[src/sv/ili_pkg.sv]
`timescale 1ns / 1ps
package ili_pkg;

    localparam int FUNC_W      = 3;
    localparam int POS_W       = 8;
    localparam int VALUE_IN_W  = 16;
    localparam int VALUE_OUT_W = 16;
    localparam int STATUS_W    = 2;
    localparam int LENGTH_W    = 7;

    localparam int CAPACITY_DEFAULT    = 64;
    localparam int VALUE_WIDTH_DEFAULT = 16;

    // cells per registered OR group on the read path
    localparam int GROUP_SIZE = 8;

    localparam logic [FUNC_W-1:0] FUNC_READ   = 3'd0;
    localparam logic [FUNC_W-1:0] FUNC_HEAD   = 3'd1;
    localparam logic [FUNC_W-1:0] FUNC_TAIL   = 3'd2;
    localparam logic [FUNC_W-1:0] FUNC_AT     = 3'd3;
    localparam logic [FUNC_W-1:0] FUNC_DELETE = 3'd4;

    localparam logic [STATUS_W-1:0] ST_DONE    = 2'd0;
    localparam logic [STATUS_W-1:0] ST_INVALID = 2'd1;
    localparam logic [STATUS_W-1:0] ST_FULL    = 2'd2;

    typedef enum logic [1:0] {
        SHIFT_HOLD,
        SHIFT_INSERT,
        SHIFT_DELETE
    } shift_op_t;

    // what travels down the result pipeline alongside the read data
    typedef struct packed {
        logic                valid;
        logic [STATUS_W-1:0] status;
        logic [LENGTH_W-1:0] length;
    } res_meta_t;

endpackage

[src/sv/ili_cell.sv]
`timescale 1ns / 1ps
module ili_cell #(
    parameter int IDX         = 0,
    parameter int PW          = 8,
    parameter int VALUE_WIDTH = 16
) (
    input  logic                   clk,
    input  ili_pkg::shift_op_t     op,
    input  logic [PW-1:0]          pos,
    input  logic                   rd_en,
    input  logic [VALUE_WIDTH-1:0] ins_value,
    input  logic [VALUE_WIDTH-1:0] left,
    input  logic [VALUE_WIDTH-1:0] right,
    output logic [VALUE_WIDTH-1:0] data,
    output logic [VALUE_WIDTH-1:0] rd_tap
);

    localparam logic [PW-1:0] IDX_P = PW'(IDX);

    logic [VALUE_WIDTH-1:0] data_reg;
    logic [VALUE_WIDTH-1:0] data_next;

    always_comb
    begin
        data_next = data_reg;
        unique case (op)
            ili_pkg::SHIFT_HOLD:
            begin
                data_next = data_reg;
            end
            ili_pkg::SHIFT_INSERT:
            begin
                // cells past the slot take from the left, the slot takes the new value
                if (IDX_P > pos)
                begin
                    data_next = left;
                end
                else if (IDX_P == pos)
                begin
                    data_next = ins_value;
                end
            end
            ili_pkg::SHIFT_DELETE:
            begin
                if (IDX_P >= pos)
                begin
                    data_next = right;
                end
            end
            default:
            begin
                data_next = data_reg;
            end
        endcase
    end

    always_ff @(posedge clk)
    begin
        data_reg <= data_next;
    end

    assign data   = data_reg;
    assign rd_tap = (rd_en && (IDX_P == pos)) ? data_reg : '0;

endmodule

[src/sv/ili_or_group.sv]
`timescale 1ns / 1ps
module ili_or_group #(
    parameter int N = 8,
    parameter int W = 16
) (
    input  logic                clk,
    input  logic [N-1:0][W-1:0] taps,
    output logic [W-1:0]        group_or
);

    logic [W-1:0] or_reg;
    logic [W-1:0] or_next;

    always_comb
    begin
        or_next = '0;
        for (int i = 0; i < N; i++)
        begin
            or_next = or_next | taps[i];
        end
    end

    always_ff @(posedge clk)
    begin
        or_reg <= or_next;
    end

    assign group_or = or_reg;

endmodule

[src/sv/indexed_list_insert_delete.sv]
`timescale 1ns / 1ps
// A result strobes on done once its command has passed the stage-1 registers and then the output registers.
// Throughput: one command per cycle; busy stays low and the cell row shifts as each command is taken.
// Reads go through a registered OR of per-group taps, then a final OR into the result register.
// Reset (rst_n, async, active low) clears the length, the stage-1 metadata and done;
// stored values are not cleared. The receiver cannot stall: done lasts one cycle.
module indexed_list_insert_delete #(
    parameter int CAPACITY    = ili_pkg::CAPACITY_DEFAULT,
    parameter int VALUE_WIDTH = ili_pkg::VALUE_WIDTH_DEFAULT
) (
    input  logic                            clk,
    input  logic                            rst_n,
    input  logic                            start,
    output logic                            busy,
    input  logic [ili_pkg::FUNC_W-1:0]      func,
    input  logic [ili_pkg::POS_W-1:0]       position,
    input  logic [ili_pkg::VALUE_IN_W-1:0]  value_in,
    output logic                            done,
    output logic [ili_pkg::VALUE_OUT_W-1:0] value_out,
    output logic [ili_pkg::STATUS_W-1:0]    status,
    output logic [ili_pkg::LENGTH_W-1:0]    length
);

    localparam int CW = $clog2(CAPACITY + 1);
    localparam int PW = (CW > ili_pkg::POS_W) ? CW : ili_pkg::POS_W;
    localparam int GS = ili_pkg::GROUP_SIZE;
    localparam int NG = (CAPACITY + GS - 1) / GS;

    logic [CW-1:0] count_reg;
    logic [CW-1:0] count_next;

    logic [PW-1:0] pos_ext;
    logic [PW-1:0] cnt_ext;
    logic [PW-1:0] cell_pos;
    logic          full;
    logic          rd_ok;
    logic          ins_ok;
    logic          del_ok;
    logic [ili_pkg::STATUS_W-1:0] st_now;
    ili_pkg::shift_op_t shift_op;

    logic [VALUE_WIDTH-1:0] ins_value;
    logic [CAPACITY-1:0][VALUE_WIDTH-1:0] cell_data;
    logic [NG*GS-1:0][VALUE_WIDTH-1:0]    taps;
    logic [NG-1:0][VALUE_WIDTH-1:0]       group_or;
    logic [VALUE_WIDTH-1:0]               read_or;

    ili_pkg::res_meta_t meta_s1_reg;
    ili_pkg::res_meta_t meta_s1_next;

    logic                            done_reg;
    logic [ili_pkg::VALUE_OUT_W-1:0] value_out_reg;
    logic [ili_pkg::STATUS_W-1:0]    status_reg;
    logic [ili_pkg::LENGTH_W-1:0]    length_reg;

    assign busy      = 1'b0;
    assign pos_ext   = PW'(position);
    assign cnt_ext   = PW'(count_reg);
    assign full      = (count_reg == CW'(CAPACITY));
    assign ins_value = VALUE_WIDTH'(value_in);

    always_comb
    begin
        rd_ok    = 1'b0;
        ins_ok   = 1'b0;
        del_ok   = 1'b0;
        cell_pos = pos_ext;
        st_now   = ili_pkg::ST_DONE;
        unique case (func)
            ili_pkg::FUNC_READ:
            begin
                if (pos_ext < cnt_ext)
                begin
                    rd_ok = 1'b1;
                end
                else
                begin
                    st_now = ili_pkg::ST_INVALID;
                end
            end
            ili_pkg::FUNC_HEAD:
            begin
                cell_pos = '0;
                if (full)
                begin
                    st_now = ili_pkg::ST_FULL;
                end
                else
                begin
                    ins_ok = 1'b1;
                end
            end
            ili_pkg::FUNC_TAIL:
            begin
                cell_pos = cnt_ext;
                if (full)
                begin
                    st_now = ili_pkg::ST_FULL;
                end
                else
                begin
                    ins_ok = 1'b1;
                end
            end
            ili_pkg::FUNC_AT:
            begin
                // out-of-range index wins over a full store
                if (pos_ext > cnt_ext)
                begin
                    st_now = ili_pkg::ST_INVALID;
                end
                else if (full)
                begin
                    st_now = ili_pkg::ST_FULL;
                end
                else
                begin
                    ins_ok = 1'b1;
                end
            end
            ili_pkg::FUNC_DELETE:
            begin
                if (pos_ext < cnt_ext)
                begin
                    del_ok = 1'b1;
                end
                else
                begin
                    st_now = ili_pkg::ST_INVALID;
                end
            end
            default:
            begin
                st_now = ili_pkg::ST_INVALID;
            end
        endcase
    end

    always_comb
    begin
        shift_op   = ili_pkg::SHIFT_HOLD;
        count_next = count_reg;
        if (start && ins_ok)
        begin
            shift_op   = ili_pkg::SHIFT_INSERT;
            count_next = count_reg + 1'b1;
        end
        else if (start && del_ok)
        begin
            shift_op   = ili_pkg::SHIFT_DELETE;
            count_next = count_reg - 1'b1;
        end
    end

    always_comb
    begin
        meta_s1_next.valid  = start;
        meta_s1_next.status = st_now;
        meta_s1_next.length = ili_pkg::LENGTH_W'(count_next);
    end

    generate
        for (genvar i = 0; i < CAPACITY; i++)
        begin : g_cell
            logic [VALUE_WIDTH-1:0] left_in;
            logic [VALUE_WIDTH-1:0] right_in;

            if (i == 0)
            begin : g_first
                assign left_in = '0;
            end
            else
            begin : g_mid_l
                assign left_in = cell_data[i-1];
            end

            if (i == CAPACITY - 1)
            begin : g_last
                assign right_in = '0;
            end
            else
            begin : g_mid_r
                assign right_in = cell_data[i+1];
            end

            ili_cell #(
                .IDX         (i),
                .PW          (PW),
                .VALUE_WIDTH (VALUE_WIDTH)
            ) u_cell (
                .clk       (clk),
                .op        (shift_op),
                .pos       (cell_pos),
                .rd_en     (start && rd_ok),
                .ins_value (ins_value),
                .left      (left_in),
                .right     (right_in),
                .data      (cell_data[i]),
                .rd_tap    (taps[i])
            );
        end

        for (genvar i = CAPACITY; i < NG * GS; i++)
        begin : g_pad
            assign taps[i] = '0;
        end

        for (genvar g = 0; g < NG; g++)
        begin : g_group
            ili_or_group #(
                .N (GS),
                .W (VALUE_WIDTH)
            ) u_group (
                .clk      (clk),
                .taps     (taps[g*GS +: GS]),
                .group_or (group_or[g])
            );
        end
    endgenerate

    always_comb
    begin
        read_or = '0;
        for (int g = 0; g < NG; g++)
        begin
            read_or = read_or | group_or[g];
        end
    end

    always_ff @(posedge clk or negedge rst_n)
    begin
        if (!rst_n)
        begin
            count_reg   <= '0;
            meta_s1_reg <= '0;
            done_reg    <= 1'b0;
        end
        else
        begin
            count_reg   <= count_next;
            meta_s1_reg <= meta_s1_next;
            done_reg    <= meta_s1_reg.valid;
        end
    end

    // taps are zero unless a valid read hit, so no extra gating here
    always_ff @(posedge clk)
    begin
        value_out_reg <= ili_pkg::VALUE_OUT_W'(read_or);
        status_reg    <= meta_s1_reg.status;
        length_reg    <= meta_s1_reg.length;
    end

    assign done      = done_reg;
    assign value_out = value_out_reg;
    assign status    = status_reg;
    assign length    = length_reg;

`ifndef SYNTH
    a_count_bound: assert property (@(posedge clk) disable iff (!rst_n)
        count_reg <= CW'(CAPACITY))
        else $error("length exceeds capacity");

    a_ins_grows: assert property (@(posedge clk) disable iff (!rst_n)
        (start && ins_ok) |=> (count_reg == $past(count_reg) + 1'b1))
        else $error("insert did not grow the length");

    a_del_shrinks: assert property (@(posedge clk) disable iff (!rst_n)
        (start && del_ok) |=> (count_reg == $past(count_reg) - 1'b1))
        else $error("delete did not shrink the length");

    a_start_done: assert property (@(posedge clk) disable iff (!rst_n)
        start |-> ##2 done)
        else $error("command beat without a result");

    a_value_zero: assert property (@(posedge clk) disable iff (!rst_n)
        (done && (status != ili_pkg::ST_DONE)) |-> (value_out == '0))
        else $error("nonzero value on a failed command");
`endif

endmodule

[config.mk]
export PLATFORM = sky130hd
export DESIGN_NAME = indexed_list_insert_delete
export DESIGN_NICKNAME = d
export VERILOG_FILES = /design/src/sv/ili_pkg.sv /design/src/sv/ili_cell.sv /design/src/sv/ili_or_group.sv /design/src/sv/indexed_list_insert_delete.sv
export SDC_FILE = /design/constraint.sdc
export NUM_CORES = 2
export LEC_CHECK = 0
export ABC_AREA = 0
export BUFFER_PORTS_ARGS = -buffer_cell sky130_fd_sc_hd__buf_4
export CAP_MARGIN = 20
export CORE_MARGIN = 2
export CORE_UTILIZATION = 53
export CTS_CLUSTER_SIZE = 16
export DETAILED_ROUTE_END_ITERATION = 8
export PLACE_DENSITY_LB_ADDON = 0.25
export SYNTH_ARGS = -nofsm -noshare
export SYNTH_HDL_FRONTEND = slang
export SYNTH_SLANG_ARGS = --single-unit
[constraint.sdc]
create_clock -name clk -period 4.1 [get_ports clk]
set_input_delay 0.82 -clock clk [delete_from_list [all_inputs] [get_ports clk]]
set_output_delay 0.82 -clock clk [all_outputs]
set_load 0.01 [all_outputs]
==> flow_summary.toml <==
[run_status]
status = "complete, but fails checks"
violations = "DRC"

[critical_path]
crit_type = "reg -> reg"
critPathCaptureType = "flop"
cp_max_fo = 16
start_kind = "flop"
worst_ep_arrival_time_ns = 3.97
cp_data_required_time_ns = 4.54

[layout]
largest_reg_flops = 1024
drive_gt1_share_pct = 14.1
register_area_um2 = 34100
finalNetCount = 6134
syn_to_final_growth_pct = 13.4
fillers = 9751
design_area_um2 = 72700
multiInputGateArea_um2 = 27600

[clock_network]
path_clk_slew_ns = 0.06
cts_max_level = 4
cts_num_sinks = 1188
postCtsSetupBuffers = 0
cts-resized-gates = 0
clkLatencyLatePin_ns = 0.75
numCtsBuffers = 133
tritoncts = "built"
post_cts_hold_buffer_count = 1
root_buffer = "clkbuf_16"
clockBufferDepth = 3

[floorplanning]
dieHeight_um = 352
core_um2 = 120000
die_w_um = 352
num_rows = 127
ios = 57
initial_core_util_pct = 53.4
die_area_um2 = 124000

[place]
place_ws_ns = 0.111
placed_area_um2 = 68400
io_buffer_count = 55
routabilityCongestion = 0.952
dpl.hpwl_um = 166000

[route]
first_pass_iters = 9
drt_wl_total_um = 239000
ant_nets = 0
drc = 7
vias = 54600
drt_iter0_drc = 10000
wl_per_cell_um = 30.6
vias_per_cell = 6.99

[sta]
min_period_ns = 3.53
setup_tns_ns = 0
slew-limit-headroom_pct = 18.8
fmaxAchievable_mhz = 284
rsz0062_at_grt = "no"
skew_ns = 0.0357
finalHoldViolCount = 0
post-route-period-util_pct = 86.0
setup_viol = 0
drv_slew = 0
worst_pin_slew_ns = 1.21
worst_slack_ns = 0.574

[yosys]
synth.most_common_cell = "nand2_1"
seq_area_frac_synth_pct = 53.2
synth_area_per_cell_um2 = 10.6
syn-num-nets = 6120
synthTopCellsByCount = "1079 x nand2_1, 1024 x edfxtp_1, 639 x mux2i_1"
synth-xor-area-share_pct = 0.0820
synth_area_leaders = "edfxtp_1 48%, mux2i_1 10%, nand2_1 6.3%"
synth_edf_count = 1024
post_synth_fa_ha_maj_area_fraction_pct = 0.265
synthCells = 6077
synth_cell_types = 92
netlist_area_um2 = 64100
ys_seq_elements = 1188
synth-compound-area-share_pct = 18.2
yosysTopAreaCell = "edfxtp_1"
yosysTopAreaCellShare_pct = 48.0
synth_top_family_by_area = "compound AO/OA/AOI/OAI gates"
ys.flop_type = "edfxtp_1"
synthMuxAreaShare_pct = 10.1
yosys_warnings = 0
ys_async_sr_fraction_pct = 0.926
synthSimpleGateAreaFrac_pct = 13.8

[global_routing]
overflow = 0
grt_pass1_wl_um = 349000
grtUsageTotal_pct = 38.1
antenna_found_initial = 16
grt_pass1_vias = 51100
grt_max_degree = 114

[power]
peakVddDrop_mv = 0.448
p_seq_share_pct = 45.5
p_sw_w = 0.00854
switching_share_pct = 27.2
p_clk_share_pct = 38.2
total_power_w = 0.0313
leakagePower_nw = 23.9
powerDensity_nw_per_um2 = 431
pwr-share-comb_pct = 16.3
power.internal_w = 0.0228

[hold_path]
hold_class = "in -> reg"

[job]
max_cap_viol_count = 0
## metrics by stage
| stage | cells | util [%] | hold slack [ns] |
|---|---|---|---|
| floorplan | 6077 | - | 0.324 |
| global placement | 7566 | 57.0 | 0.326 |
| detailed placement | 7566 | 57.0 | 0.336 |
| CTS | 7808 | 60.6 | 0.178 |
| global route | 7809 | 60.6 | 0.187 |
| finish | 7812 | 60.6 | 0.217 |
## worst max-delay path, stage by stage (launching register included)
cell	delay, ns
dfrtp_1	0.48
inv_1	0.08
ha_1	0.29
a21o_1	0.16
a211oi_1	0.39
a311oi_1	0.19
buf_4	0.17
o31a_2	0.45
nand2b_1	0.37
a21oi_2	0.40
buf_12	0.23
## cell usage in the layout (no fill, tap or decap), types with 24 or more instances in the layout
cell type,Yosys,layout
mux2i_1,639,639
nor4_1,44,34
nor2b_1,34,34
a31oi_1,124,124
edfxtp_1,1024,1024
nand3_1,268,268
buf_4,39,414
a222oi_1,68,68
o21ai_1,119,118
nand4_1,133,133
nor3_2,12,26
buf_12,1,74
a22o_1,69,69
nand2_1,1079,1079
o21ai_0,508,507
nor2_1,199,198
a211o_1,25,24
a22oi_1,256,256
clkbuf_1,411,33
dfxtp_1,153,153
o211ai_1,273,273
clkbuf_16,0,140
a21oi_1,100,97
## layer usage
metal | global-route usage (%) | routed length (um)
met3 | 11.6 | 33700
met5 | 0 | 106
met4 | 18.2 | 12800
met2 | 54.7 | 101000
met1 | 52.6 | 91100
## power groups by stage
stage | clock network (W) | registers [W] | logic, W
CTS | 0.0121 | 0.0142 | 0.00497
global placement | 0 | 0.0145 | 0.00483
detailed placement | 0 | 0.0145 | 0.00496
floorplan | 0 | 0.0143 | 0.00330
finish | 0.0120 | 0.0143 | 0.00510
global route | 0.0125 | 0.0143 | 0.00543
## worst paths after layout
check | from | to | slack, ns | cells past startpoint
setup / recovery | meta_s1_reg[5]$_DFFE_PN0P_ | g_cell[12].u_cell.data[5]$_DFFE_PP_ | 0.57 | 10
min in group asynchronous | rst_n | meta_s1_reg[9]$_DFF_PN0_ | 0.46 | 2
setup reg to reg | meta_s1_reg[5]$_DFFE_PN0P_ | g_cell[12].u_cell.data[5]$_DFFE_PP_ | 0.57 | 10
hold reg to reg | meta_s1_reg[8]$_DFF_PN0_ | status[1]$_DFF_P_ | 0.35 | 0
hold / removal | start | meta_s1_reg[9]$_DFF_PN0_ | 0.22 | 1
max in group asynchronous | rst_n | meta_s1_reg[1]$_DFFE_PN0P_ | 3.48 | 2
## cells by family (layout without fill, tap and decap cells)
logic type,Yosys count,count (layout)
buffers and inverters,625,745
and+or+nand+nor,1897,1897
xor gates and xnor gates,6,6
other,1,4
muxes,646,646
adders and majority gates,13,13
DFF,1188,1188
AOI/OAI and AO/OA,1701,1701
## cell type report
cell class	instances	share of cell area, %
Inverter	14	0.0723
Tap cell	1612	2.77
Antenna cell	3	0.0103
Multi-Input combinational cell	4264	38.0
Sequential cell	1188	46.9
Timing Repair Buffer	490	6.34
Clock inverter	50	0.592
Clock buffer	191	5.33
(Power assumes the default switching activity.)
